<file path="config.mk">
export PLATFORM = sky130hd
export DESIGN_NAME = keypad_to_hex_display_flat
export DESIGN_NICKNAME = d
export VERILOG_FILES = /design/src/design/kthd_pkg.sv /design/src/design/kthd_req_if.sv /design/src/design/kthd_rsp_if.sv /design/src/design/keypad_to_hex_display.sv /design/src/flat_wrapper.sv
export SDC_FILE = /design/constraint.sdc
export NUM_CORES = 1
export LEC_CHECK = 0
export ABC_AREA = 0
export BUFFER_PORTS_ARGS = -buffer_cell sky130_fd_sc_hd__clkbuf_2
export CAP_MARGIN = 20
export CORE_UTILIZATION = 45
export CTS_BUF_LIST = sky130_fd_sc_hd__clkbuf_8
export DETAILED_ROUTE_END_ITERATION = 7
export GPL_ROUTABILITY_DRIVEN = 0
export GPL_TIMING_DRIVEN = 1
export PLACE_DENSITY = 0.61
export SKIP_LAST_GASP = 1
export SYNTH_ARGS = -nofsm -noshare
export SYNTH_HDL_FRONTEND = slang
export SYNTH_SLANG_ARGS = --single-unit
</file>
<file path="constraint.sdc">
create_clock -name clock -period 6.6 [get_ports clock]
set_input_delay 0.66 -clock clock [delete_from_list [all_inputs] [get_ports clock]]
set_output_delay 0.66 -clock clock [all_outputs]
set_load 0.01 [all_outputs]
</file>
<file path="src/design/kthd_pkg.sv">
// Shared constants for the keypad scanner and hex display block.
// Holds field widths, scanner mode codes, register indexes and the segment table.
// Used by the channel interfaces and by keypad_to_hex_display.
package kthd_pkg;

   localparam int COL_W   = 4;
   localparam int ROW_W   = 4;
   localparam int SEG_W   = 7;
   localparam int DIGEN_W = 4;
   localparam int KEY_W   = 4;
   localparam int CSR_W   = 16;
   localparam int CSR_IDX_W = 1;

   localparam logic [1:0] MODE_SCAN     = 2'd0;
   localparam logic [1:0] MODE_DEBOUNCE = 2'd1;
   localparam logic [1:0] MODE_RELEASE  = 2'd2;

   localparam logic [CSR_IDX_W-1:0] CSR_DEBOUNCE = 1'd0;
   localparam logic [CSR_IDX_W-1:0] CSR_DWELL    = 1'd1;

   localparam logic [CSR_W-1:0] DEBOUNCE_RESET = 16'd51968;
   localparam logic [CSR_W-1:0] DWELL_RESET    = 16'd2816;

   // Active-low segment pattern for one hex digit, bit 0 is segment a.
   function automatic logic [SEG_W-1:0] seg_pattern(input logic [KEY_W-1:0] digit);
      logic [SEG_W-1:0] pat;
      case (digit)
         4'h0: pat = 7'h40;
         4'h1: pat = 7'h79;
         4'h2: pat = 7'h24;
         4'h3: pat = 7'h30;
         4'h4: pat = 7'h19;
         4'h5: pat = 7'h12;
         4'h6: pat = 7'h02;
         4'h7: pat = 7'h78;
         4'h8: pat = 7'h00;
         4'h9: pat = 7'h10;
         4'ha: pat = 7'h08;
         4'hb: pat = 7'h03;
         4'hc: pat = 7'h46;
         4'hd: pat = 7'h21;
         4'he: pat = 7'h06;
         4'hf: pat = 7'h0E;
         default: pat = 7'h7F;
      endcase
      return pat;
   endfunction

endpackage

</file>
<file path="src/design/kthd_req_if.sv">
// Input channel of the keypad scanner: one column sample per word.
// Depends on kthd_pkg for the field width.
interface kthd_req_if;
   logic                        valid;
   logic                        ready;
   logic [kthd_pkg::COL_W-1:0]  col_sense_n;

   modport source (output valid, output col_sense_n, input ready);
   modport sink   (input valid, input col_sense_n, output ready);
endinterface

</file>
<file path="src/design/kthd_rsp_if.sv">
// Result channel of the keypad scanner: drive lines, display lines and key report.
// Depends on kthd_pkg for the field widths.
interface kthd_rsp_if;
   logic                          valid;
   logic                          ready;
   logic [kthd_pkg::ROW_W-1:0]    row_drive_n;
   logic [kthd_pkg::SEG_W-1:0]    segments_n;
   logic [kthd_pkg::DIGEN_W-1:0]  digit_enable_n;
   logic                          key_valid;
   logic [kthd_pkg::KEY_W-1:0]    key_code;

   modport source (output valid, output row_drive_n, output segments_n,
                   output digit_enable_n, output key_valid, output key_code,
                   input ready);
   modport sink   (input valid, input row_drive_n, input segments_n,
                   input digit_enable_n, input key_valid, input key_code,
                   output ready);
endinterface

</file>
<file path="src/design/keypad_to_hex_display.sv">
// Keypad scanner with a multiplexed hex seven-segment display.
// Each result word is registered: it appears in the cycle after its input word is accepted.
// Throughput: one word per cycle while results are taken; the output register frees as it is taken.
// Reset (synchronous, active high) loads digits 1,2,3,4, row and column 0,
// scanning mode, both counters zero and the register reset values.
// Depends on kthd_pkg, kthd_req_if and kthd_rsp_if.
module keypad_to_hex_display #(
   parameter int NUM_DIGITS  = 4,
   parameter int KEYPAD_SIDE = 4
) (
   input  logic                               clock,
   input  logic                               reset,
   kthd_req_if.sink                           req_if,
   kthd_rsp_if.source                         rsp_if,
   input  logic                               csr_we,
   input  logic [kthd_pkg::CSR_IDX_W-1:0]     csr_index,
   input  logic [kthd_pkg::CSR_W-1:0]         csr_wdata
);

   localparam int SideW  = $clog2(KEYPAD_SIDE);
   localparam int DigW   = (NUM_DIGITS > 1) ? $clog2(NUM_DIGITS) : 1;
   localparam logic [SideW:0]  SideCnt = (SideW + 1)'(KEYPAD_SIDE);
   localparam logic [kthd_pkg::KEY_W-1:0] SideKey = kthd_pkg::KEY_W'(KEYPAD_SIDE);
   localparam logic [DigW-1:0] LastDigit = DigW'(NUM_DIGITS - 1);

   logic [kthd_pkg::CSR_W-1:0]  debounce_ticks_ff, dwell_ticks_ff;

   logic [kthd_pkg::KEY_W-1:0]  digit_ff [NUM_DIGITS];
   logic [kthd_pkg::KEY_W-1:0]  digit_in [NUM_DIGITS];
   logic [SideW-1:0]            row_ff, row_in;
   logic [SideW-1:0]            next_col_ff, next_col_in;
   logic [1:0]                  mode_ff, mode_in;
   logic [SideW-1:0]            held_col_ff, held_col_in;
   logic [kthd_pkg::CSR_W-1:0]  debounce_cnt_ff, debounce_cnt_in;
   logic [DigW-1:0]             shown_ff, shown_in;
   logic [kthd_pkg::CSR_W-1:0]  dwell_cnt_ff, dwell_cnt_in;

   logic                              rsp_valid_ff;
   logic [kthd_pkg::ROW_W-1:0]        row_drive_ff, row_drive_in;
   logic [kthd_pkg::SEG_W-1:0]        segments_ff, segments_in;
   logic [kthd_pkg::DIGEN_W-1:0]      digit_en_ff, digit_en_in;
   logic                              key_valid_ff, key_valid_in;
   logic [kthd_pkg::KEY_W-1:0]        key_code_ff, key_code_in;

   logic                        accept;
   logic [KEYPAD_SIDE-1:0]      pressed;
   logic                        key_found;
   logic [SideW-1:0]            found_col;
   logic [kthd_pkg::CSR_W-1:0]  dwell_eff;
   logic [kthd_pkg::CSR_W:0]    dwell_next;

   assign req_if.ready = !rsp_valid_ff || rsp_if.ready;
   assign accept       = req_if.valid && req_if.ready;
   assign pressed      = ~req_if.col_sense_n[KEYPAD_SIDE-1:0];

   // Lowest pressed column at or after the resume position.
   always_comb begin
      key_found = 1'b0;
      found_col = '0;
      for (int c = 0; c < KEYPAD_SIDE; c++) begin
         if (!key_found && pressed[c] && (SideW'(c) >= next_col_ff)) begin
            key_found = 1'b1;
            found_col = SideW'(c);
         end
      end
   end

   always_comb begin
      row_drive_in = '1;
      row_drive_in[row_ff] = 1'b0;
      segments_in = kthd_pkg::seg_pattern(digit_ff[shown_ff]);
      // The oldest digit sits on the highest enable line.
      for (int b = 0; b < kthd_pkg::DIGEN_W; b++) begin
         digit_en_in[b] = !(int'(shown_ff) == NUM_DIGITS - 1 - b);
      end
   end

   always_comb begin
      digit_in        = digit_ff;
      row_in          = row_ff;
      next_col_in     = next_col_ff;
      mode_in         = mode_ff;
      held_col_in     = held_col_ff;
      debounce_cnt_in = debounce_cnt_ff;
      key_valid_in    = 1'b0;
      key_code_in     = '0;
      case (mode_ff)
         kthd_pkg::MODE_DEBOUNCE: begin
            if (debounce_cnt_ff <= 16'd1) begin
               debounce_cnt_in = '0;
               mode_in         = kthd_pkg::MODE_RELEASE;
            end else begin
               debounce_cnt_in = debounce_cnt_ff - 16'd1;
            end
         end
         kthd_pkg::MODE_RELEASE: begin
            if (!pressed[held_col_ff]) begin
               mode_in = kthd_pkg::MODE_SCAN;
               if (({1'b0, held_col_ff} + (SideW + 1)'(1)) >= SideCnt) begin
                  row_in      = (row_ff == SideW'(KEYPAD_SIDE - 1)) ? '0 : row_ff + SideW'(1);
                  next_col_in = '0;
               end else begin
                  next_col_in = held_col_ff + SideW'(1);
               end
            end
         end
         default: begin
            if (key_found) begin
               key_valid_in = 1'b1;
               key_code_in  = kthd_pkg::KEY_W'(row_ff) * SideKey +
                              kthd_pkg::KEY_W'(found_col);
               for (int i = 0; i < NUM_DIGITS - 1; i++) begin
                  digit_in[i] = digit_ff[i+1];
               end
               digit_in[NUM_DIGITS-1] = key_code_in;
               held_col_in     = found_col;
               debounce_cnt_in = (debounce_ticks_ff == '0) ? 16'd1 : debounce_ticks_ff;
               mode_in         = kthd_pkg::MODE_DEBOUNCE;
            end else begin
               mode_in     = kthd_pkg::MODE_SCAN;
               row_in      = (row_ff == SideW'(KEYPAD_SIDE - 1)) ? '0 : row_ff + SideW'(1);
               next_col_in = '0;
            end
         end
      endcase
   end

   // Digit multiplex timer runs independently of the scanner mode, but advances only on accepted words.
   always_comb begin
      dwell_eff  = (dwell_ticks_ff == '0) ? 16'd1 : dwell_ticks_ff;
      dwell_next = {1'b0, dwell_cnt_ff} + 17'd1;
      if (dwell_next >= {1'b0, dwell_eff}) begin
         dwell_cnt_in = '0;
         shown_in     = (shown_ff == LastDigit) ? '0 : shown_ff + DigW'(1);
      end else begin
         dwell_cnt_in = dwell_next[kthd_pkg::CSR_W-1:0];
         shown_in     = shown_ff;
      end
   end

   always_ff @(posedge clock) begin
      if (reset) begin
         debounce_ticks_ff <= kthd_pkg::DEBOUNCE_RESET;
         dwell_ticks_ff    <= kthd_pkg::DWELL_RESET;
      end else if (csr_we) begin
         case (csr_index)
            kthd_pkg::CSR_DEBOUNCE: debounce_ticks_ff <= csr_wdata;
            kthd_pkg::CSR_DWELL:    dwell_ticks_ff    <= csr_wdata;
            default: ;
         endcase
      end
   end

   always_ff @(posedge clock) begin
      if (reset) begin
         for (int i = 0; i < NUM_DIGITS; i++) begin
            digit_ff[i] <= kthd_pkg::KEY_W'(i + 1);
         end
         row_ff          <= '0;
         next_col_ff     <= '0;
         mode_ff         <= kthd_pkg::MODE_SCAN;
         held_col_ff     <= '0;
         debounce_cnt_ff <= '0;
         shown_ff        <= '0;
         dwell_cnt_ff    <= '0;
      end else if (accept) begin
         digit_ff        <= digit_in;
         row_ff          <= row_in;
         next_col_ff     <= next_col_in;
         mode_ff         <= mode_in;
         held_col_ff     <= held_col_in;
         debounce_cnt_ff <= debounce_cnt_in;
         shown_ff        <= shown_in;
         dwell_cnt_ff    <= dwell_cnt_in;
      end
   end

   always_ff @(posedge clock) begin
      if (reset) begin
         rsp_valid_ff <= 1'b0;
      end else if (accept) begin
         rsp_valid_ff <= 1'b1;
      end else if (rsp_if.ready) begin
         rsp_valid_ff <= 1'b0;
      end
   end

   always_ff @(posedge clock) begin
      if (accept) begin
         row_drive_ff <= row_drive_in;
         segments_ff  <= segments_in;
         digit_en_ff  <= digit_en_in;
         key_valid_ff <= key_valid_in;
         key_code_ff  <= key_code_in;
      end
   end

   assign rsp_if.valid          = rsp_valid_ff;
   assign rsp_if.row_drive_n    = row_drive_ff;
   assign rsp_if.segments_n     = segments_ff;
   assign rsp_if.digit_enable_n = digit_en_ff;
   assign rsp_if.key_valid      = key_valid_ff;
   assign rsp_if.key_code       = key_code_ff;

`ifndef ASSERT_OFF
   // A key taken while scanning must start the debounce wait.
   a_key_starts_debounce: assert property (@(posedge clock) disable iff (reset)
      accept && key_found && (mode_ff != kthd_pkg::MODE_DEBOUNCE) &&
      (mode_ff != kthd_pkg::MODE_RELEASE) |=> mode_ff == kthd_pkg::MODE_DEBOUNCE)
      else $error("key accepted without entering debounce");

   // The last debounce tick hands over to the release wait.
   a_debounce_ends: assert property (@(posedge clock) disable iff (reset)
      accept && (mode_ff == kthd_pkg::MODE_DEBOUNCE) && (debounce_cnt_ff <= 16'd1)
      |=> mode_ff == kthd_pkg::MODE_RELEASE)
      else $error("debounce did not end in release wait");

   // Exactly one keypad row is driven in every result word.
   a_one_row_driven: assert property (@(posedge clock) disable iff (reset)
      rsp_if.valid |-> $countones(~rsp_if.row_drive_n) == 1)
      else $error("row drive is not a single active line");
`endif

endmodule

</file>
<file path="src/flat_wrapper.sv">
// flat-port wrapper written by rule: the top's interface ports become plain ports
module keypad_to_hex_display_flat 
#(
   parameter int NUM_DIGITS  = 4,
   parameter int KEYPAD_SIDE = 4
)
  (clock, reset, csr_we, csr_index, csr_wdata, req_if_valid, req_if_col_sense_n, req_if_ready, rsp_if_valid, rsp_if_row_drive_n, rsp_if_segments_n, rsp_if_digit_enable_n, rsp_if_key_valid, rsp_if_key_code, rsp_if_ready);
  kthd_req_if req_if_i ();
  kthd_rsp_if rsp_if_i ();
  input  logic clock;
  input  logic reset;
  input  logic csr_we;
  input  logic [kthd_pkg::CSR_IDX_W-1:0] csr_index;
  input  logic [kthd_pkg::CSR_W-1:0] csr_wdata;
  input wire logic [$bits(req_if_i.valid)-1:0] req_if_valid;
  input wire logic [$bits(req_if_i.col_sense_n)-1:0] req_if_col_sense_n;
  output wire logic [$bits(req_if_i.ready)-1:0] req_if_ready;
  output wire logic [$bits(rsp_if_i.valid)-1:0] rsp_if_valid;
  output wire logic [$bits(rsp_if_i.row_drive_n)-1:0] rsp_if_row_drive_n;
  output wire logic [$bits(rsp_if_i.segments_n)-1:0] rsp_if_segments_n;
  output wire logic [$bits(rsp_if_i.digit_enable_n)-1:0] rsp_if_digit_enable_n;
  output wire logic [$bits(rsp_if_i.key_valid)-1:0] rsp_if_key_valid;
  output wire logic [$bits(rsp_if_i.key_code)-1:0] rsp_if_key_code;
  input wire logic [$bits(rsp_if_i.ready)-1:0] rsp_if_ready;
  assign req_if_i.valid = req_if_valid;
  assign req_if_i.col_sense_n = req_if_col_sense_n;
  assign req_if_ready = req_if_i.ready;
  assign rsp_if_valid = rsp_if_i.valid;
  assign rsp_if_row_drive_n = rsp_if_i.row_drive_n;
  assign rsp_if_segments_n = rsp_if_i.segments_n;
  assign rsp_if_digit_enable_n = rsp_if_i.digit_enable_n;
  assign rsp_if_key_valid = rsp_if_i.key_valid;
  assign rsp_if_key_code = rsp_if_i.key_code;
  assign rsp_if_i.ready = rsp_if_ready;
  keypad_to_hex_display #(.NUM_DIGITS(NUM_DIGITS), .KEYPAD_SIDE(KEYPAD_SIDE)) u_core (.clock(clock), .reset(reset), .req_if(req_if_i), .rsp_if(rsp_if_i), .csr_we(csr_we), .csr_index(csr_index), .csr_wdata(csr_wdata));
endmodule
</file>
==> Yosys cells after proc, flatten, opt, wreduce, memory -nomap -nowiden <==
Memory sizes are Yosys's and may differ from the RTL's. A register that Yosys moved wholly into a read port is not among the register bits.
Cells that the tools add are included.
{ "word_totals": {"memories": 1, "latchBits": 0, "reg_bits": 104, "rom_bits": 112, "elab_cells": 126, "ram_bits": 0} }
{ "classes": {"n_div": 0, "n_lt_le_gt_ge": 11, "n_mux": 37, "n_reduce_logical": 33, "addsub": 7, "shift": 0, "bitwise": 8, "n_mul": 0, "eq_ne": 11} }
{ "mem_list": {"columns": ["memory", "depth", "width", "read_ports", "rd_ports_with_merged_regs", "wr", "line_no", "text"], "rows": [
  ["(name not given)", 16, 7, 1, 1, 0, "kthd_pkg.sv:27", "case (digit)"]
]} }
{ "ops": {"columns": ["op", "count"], "rows": [
  ["$mux W16", 5],
  ["$logic_not A16 Y1", 2],
  ["$pmux W16 S2", 1],
  ["$mux W2", 12],
  ["$add A16 B1 Y17 const B", 1],
  ["$ge A17 B16 Y1", 1],
  ["$le A16 B1 Y1 const B", 1],
  ["$sub A16 B1 Y16 const B", 1],
  ["$pmux W2 S2", 3],
  ["$mux W1", 11],
  ["$eq A2 B2 Y1 const B", 5],
  ["$logic_and A1 B1 Y1", 9],
  ["$reduce_and A3 Y1", 3],
  ["$bmux W4 S2", 1],
  ["$logic_not A1 Y1", 8],
  ["$mux W4", 2],
  ["$not A4 Y4", 2],
  ["$add A2 B1 Y2 const B", 3],
  ["$ge A3 B3 Y1 const B", 2],
  ["$lt A2 B3 Y1 const B", 2],
  ["$reduce_and A2 Y1", 3],
  ["$not A1 Y1", 5],
  ["$reduce_and A5 Y1", 1],
  ["$add A4 B2 Y4", 1],
  ["other kinds (16)", 22]
]} }

==> Depth between registers and ports, before layout <==
{ "depth": {"depth_word": 17, "depth_mapped": 15, "mapped_depth_nobuf": 12} }

==> Worst setup path after synthesis <==
No wires, ideal clock.
{ "synth_path": {"path_type": "reg-to-reg", "start": "reg u_core.dwell_cnt_ff[2] in the netlist's numbering", "end": "reg u_core.dwell_cnt_ff[0] in the netlist's numbering", "setup_time_ns": 0.070, "path_stages_with_launch": 15, "period_less_slack_ns": 3.328, "path_slack_ns": 3.272, "arrival_ns": 3.258, "required_ns": 6.530, "path_cell_list": "dfxtp_1 and3_1 clkbuf_1 nand2_1 nor3_2 nand3_1 xnor2_1 ha_1 nand4_1 nor2_1 a32o_1 or3_1 buf_6 or4_1 a21oi_1"} }
{ "synth_between": {"elab_chain_len": 3} }
{ "synth_rtl": {"columns": ["element", "line_no", "text"], "rows": [
  ["start, declared", "keypad_to_hex_display.sv:36", "logic [kthd_pkg::CSR_W-1:0] dwell_cnt_ff, dwell_cnt_in;"],
  ["start signal, assigned", "keypad_to_hex_display.sv:174", "dwell_cnt_ff <= dwell_cnt_in;"],
  ["$add A16 B1 Y17", "keypad_to_hex_display.sv:131", "dwell_next = {1'b0, dwell_cnt_ff} + 17'd1;"],
  ["$ge A17 B16 Y1", "keypad_to_hex_display.sv:132", "if (dwell_next >= {1'b0, dwell_eff}) begin"],
  ["$mux W16", "keypad_to_hex_display.sv:132", null]
]} }
Every way passes these cells.
A chain may end at the register's enable or synchronous reset.

==> Final worst setup path <==
{ "layout_path": {"start": "reg u_core.dwell_cnt_ff[0] in the netlist's numbering", "end": "reg u_core.dwell_cnt_ff[13] in the netlist's numbering"} }
{ "layout_between": {"elab_chain_len": 3} }
{ "layout_rtl": {"columns": ["element", "line_no"], "rows": [
  ["$add A16 B1 Y17 (*)", "keypad_to_hex_display.sv:131"],
  ["$ge A17 B16 Y1", "keypad_to_hex_display.sv:132"],
  ["$mux W16 (*)", "keypad_to_hex_display.sv:132"]
]} }
Mark *: on every way between the ends. The rest lies on a longest branch, timed or not.

==> flow_metrics.env <==
export IMPL_r2r_end="u_core.dwell_cnt_ff[13]"
export IMPL_htreeDepth=3
export IMPL_skew_ns=0.0150
export IMPL_cp_buffers_inverters=0
export IMPL_drt_iter0_drc=168
export IMPL_finalNetCount=764
export IMPL_holdBufCountCts=0
export IMPL_first_pass_iters=4
export IMPL_hp_start="u_core.digit_ff[13]"
export IMPL_power_leakage_nw=2.55
export IMPL_stdcell_area_mm2=0.00635
export IMPL_relSlewSlack_pct=39.9
export IMPL_grt_pass1_vias=4462
export IMPL_hpwl_um=9270
export IMPL_hp_class="flip-flop to flip-flop"
export IMPL_hold_end="u_core.digit_ff[13]"
export IMPL_dieArea_mm2=0.0133
export IMPL_crit_chain="ha_1 > nand3_1 > nor3_1 > and2_2 > xor2_1 > ha_1 > nand4_1 > nor2_1 > a32o_1 > or3_1 > nor4_4 > a22o_1"
export IMPL_cts_resized_gates=0
export IMPL_p_int_mw=1.05
export IMPL_clock_power_share_pct=31.3
export IMPL_hold_violations=0
export IMPL_fin_ws_ns=2.67
export IMPL_avgSynthCellArea_um2=8.55
export IMPL_rows=41
export IMPL_critPathRequiredTime_ns=6.93
export IMPL_end_kind="flip-flop"
export IMPL_yosys_area_top_type_share_pct=30.8
export IMPL_syn_area_mm2=0.00578
export IMPL_post_drt_wl_per_cell_um=14.5
export IMPL_synth_top_family_by_area="simple AND/OR/NAND/NOR gates"
export IMPL_yosys_warnings=0
export IMPL_yosysTopAreaCell="dfxtp_1"
export IMPL_finalCritPeriodShare_pct=59.5
export IMPL_synth_cells_most_frequent="nand2_1, dfxtp_1, a21oi_1"
export IMPL_viasPerCell=5.38
export IMPL_cts_buffers=9
export IMPL_power_frac_comb_pct=19.1
export IMPL_die_w_um=115
export IMPL_clk_path_buf_depth=2
export IMPL_critPathMaxStageDelay_ns=0.64
export IMPL_worstReg2RegStart="u_core.dwell_cnt_ff[0]"
export IMPL_r2r_cells=12
export IMPL_post_route_min_period_ns=3.93
export IMPL_antenna_cells=0
export IMPL_setup_viol=0
export IMPL_clock_root_buffer="clkbuf_8"
export IMPL_fmax_ghz=0.255
export IMPL_port_buffers=47
export IMPL_finalMaxSlewViolations=0
export IMPL_crit_family="simple AND/OR/NAND/NOR gates"
export IMPL_cts_num_sinks=109
export IMPL_synth_yosys_seq_area_share_pct=41.2
export IMPL_io_pins=48
export IMPL_cpMostUsedCell="ha_1"
export IMPL_grt_max_degree=87
export IMPL_grt_pass1_wl_um=21300
export IMPL_initial_core_util_pct=46.0
export IMPL_routed_wl_um=12800
export IMPL_synth_cell_types=64
export IMPL_grt_antenna_before_repair=0
export IMPL_clkLatencyLatePin_ns=0.39
export IMPL_num_vias=4730
export IMPL_rsz0062_at_grt="no"
export IMPL_cap_violations=0
export IMPL_synthAdderAreaFrac_pct=7.79
export IMPL_post_cts_buffers=0
export IMPL_clk_pin_slew_ns=0.12
export IMPL_drive_gt1_share_pct=12.6
export IMPL_worstSetupPathType="flip-flop to flip-flop"
export IMPL_async_reset_ff_share_pct=0
export IMPL_grt_overflow_total=0
export IMPL_start_kind="flip-flop"
export IMPL_ir_drop_mv=0.123
export IMPL_netlist_instances=676
export IMPL_placed_area_mm2=0.00612
export IMPL_synthXorXnorAreaFrac_pct=2.27
export IMPL_core_area_mm2=0.0126
export IMPL_worstPathArrival_ns=4.25
export IMPL_grt_usage_pct=20.4
export IMPL_fin_util_pct=50.6
export IMPL_crit_path_top_delay_cell="nor4_4"
export IMPL_switching_share_pct=30.6
export IMPL_chipHeight_um=115
export IMPL_area_growth_pct=9.91
export IMPL_cts_tree="done"
export IMPL_ant_nets=0
export IMPL_finalSetupTns_ns=0
export IMPL_drc=0
export IMPL_synth_edff_count=20
export IMPL_power_frac_seq_pct=49.6
export IMPL_worst_pin_slew_ns=0.889
export IMPL_critPathMaxFanout=12
export IMPL_synthMuxAreaShare_pct=3.22
export IMPL_synth_most_common_cell="nand2_1"
export IMPL_powerDensity_mw_per_mm2=238
export IMPL_synth_simple_area_share_pct=20.9
export IMPL_yosys_top_cells_area="dfxtp_1, edfxtp_1, ha_1, nand2_1, a21oi_1"
export IMPL_p_sw_mw=0.462
export IMPL_syn_nets=738
export IMPL_synth_compound_area_share_pct=18.8
export IMPL_hold_depth=2
export IMPL_status="finished, final reports clean"
export IMPL_r2r_slack_ns=2.67
export IMPL_synth_top_flop_cell="dfxtp_1"
export IMPL_preCtsSetupSlack_ns=2.71
export IMPL_yosys_register_bits=109
## layout make-up
class                      instances  area [um^2]
tap                              172          215
fill                            1234         6210
multi-input combinational        481         3060
clock buffer                       9          124
inverter                          50          188
sequential                       109         2380
timing repair buffer              51          269
clock inverter                     7          114
## flip-flops by register name (all words and copies together) (netlist names)
name and count:
u_core.row_ff 2, u_core.mode_ff 2, u_core.shown_ff 2, u_core.dwell_ticks_ff 16, u_core.digit_ff 16, u_core.rsp_if.valid 1, u_core.dwell_cnt_ff 16, u_core.rsp_if.row_drive_n 4
u_core.rsp_if.key_valid 1, u_core.rsp_if.key_code 4, u_core.debounce_ticks_ff 16, u_core.rsp_if.digit_enable_n 4, u_core.rsp_if.segments_n 7, u_core.next_col_ff 2, u_core.debounce_cnt_ff 16
## how the worst max path moves through the flow
stage | start | to | cells after the start
after detailed placement | u_core.dwell_cnt_ff[0] | u_core.dwell_cnt_ff[13] | 12
final | u_core.dwell_cnt_ff[0] | u_core.dwell_cnt_ff[13] | 12
after CTS | u_core.dwell_cnt_ff[0] | u_core.dwell_cnt_ff[10] | 12
after global placement | u_core.dwell_cnt_ff[0] | u_core.dwell_cnt_ff[10] | 12
after global routing | u_core.dwell_cnt_ff[2] | u_core.dwell_cnt_ff[10] | 12
after floorplan | u_core.dwell_cnt_ff[2] | u_core.dwell_cnt_ff[0] | 14
## stage by stage
| stage | instances | hold WS (ns) | power, mW |
|---|---|---|---|
| CTS | 879 | 0.465 | 1.53 |
| global route | 879 | 0.482 | 1.59 |
| global placement | 862 | 0.440 | 1.04 |
| detailed placement | 863 | 0.448 | 1.05 |
| floorplan | 676 | 0.433 | 0.975 |
| finish | 879 | 0.462 | 1.51 |
## cells by family after synthesis
family / Yosys count
AND/OR/NAND/NOR: 257
XOR/XNOR: 15
multiplexers: 12
AO/OA/AOI/OAI: 161
buffers and inverters: 86
adder cells (fa/ha/maj): 36
flip-flops: 109
## layer usage
metal | part of all wire [%] | wire (um) | up-vias | GRT usage [%]
met3 | 2.9 | 375 | 18 | 3.06
met2 | 48 | 6130 | 75 | 33.8
met5 | 0 | 0 | - | 0
met4 | 1.9 | 237 | 0 | 9.00
met1 | 47 | 6010 | 2211 | 26.2
li1 | - | - | 2426 | -
## power groups by stage
stage | sequential (mW) | combinational (mW) | clock, mW
final | 0.751 | 0.288 | 0.474
after global routing | 0.757 | 0.328 | 0.508
after CTS | 0.750 | 0.289 | 0.486
after detailed placement | 0.766 | 0.288 | 0
after global placement | 0.764 | 0.281 | 0
after floorplan | 0.761 | 0.214 | 0
## tightest hold or removal path, stage by stage (launching register included)
cell and delay [ns]:
dfxtp_1 0.33, nand2_1 0.05, a21oi_1 0.05
## layout by cell type, fill, tap and decap left out, types with 3 or more instances in the layout
| cell | netlist | routed |
|---|---|---|
| nand2_1 | 117 | 117 |
| dfxtp_1 | 89 | 89 |
| a21oi_1 | 52 | 52 |
| nor2_1 | 50 | 50 |
| inv_1 | 50 | 50 |
| clkbuf_2 | 0 | 47 |
| ha_1 | 36 | 36 |
| o21ai_0 | 26 | 26 |
| edfxtp_1 | 20 | 20 |
| nor3_1 | 15 | 15 |
| nor4_1 | 12 | 12 |
| a22oi_1 | 12 | 12 |
| nor2b_1 | 11 | 11 |
| a22o_1 | 11 | 11 |
| xnor2_1 | 10 | 10 |
| nand2b_1 | 9 | 9 |
| clkbuf_8 | 0 | 9 |
| o41ai_1 | 8 | 8 |
| nand3b_1 | 8 | 8 |
| nand3_1 | 7 | 7 |
| a211o_1 | 6 | 6 |
| and3_1 | 5 | 5 |
| or3_1 | 5 | 5 |
| o22ai_1 | 5 | 5 |
| o32ai_1 | 5 | 5 |
| xor2_1 | 5 | 5 |
| mux4_2 | 5 | 5 |
| and2_1 | 4 | 4 |
| o21a_1 | 4 | 4 |
| mux2i_1 | 4 | 4 |
| o2bb2ai_1 | 4 | 4 |
| o211ai_1 | 3 | 3 |
| nand4_1 | 3 | 3 |
| a211oi_1 | 3 | 3 |
| mux2_2 | 3 | 3 |
| buf_4 | 1 | 3 |
(Power assumes the default switching activity.)
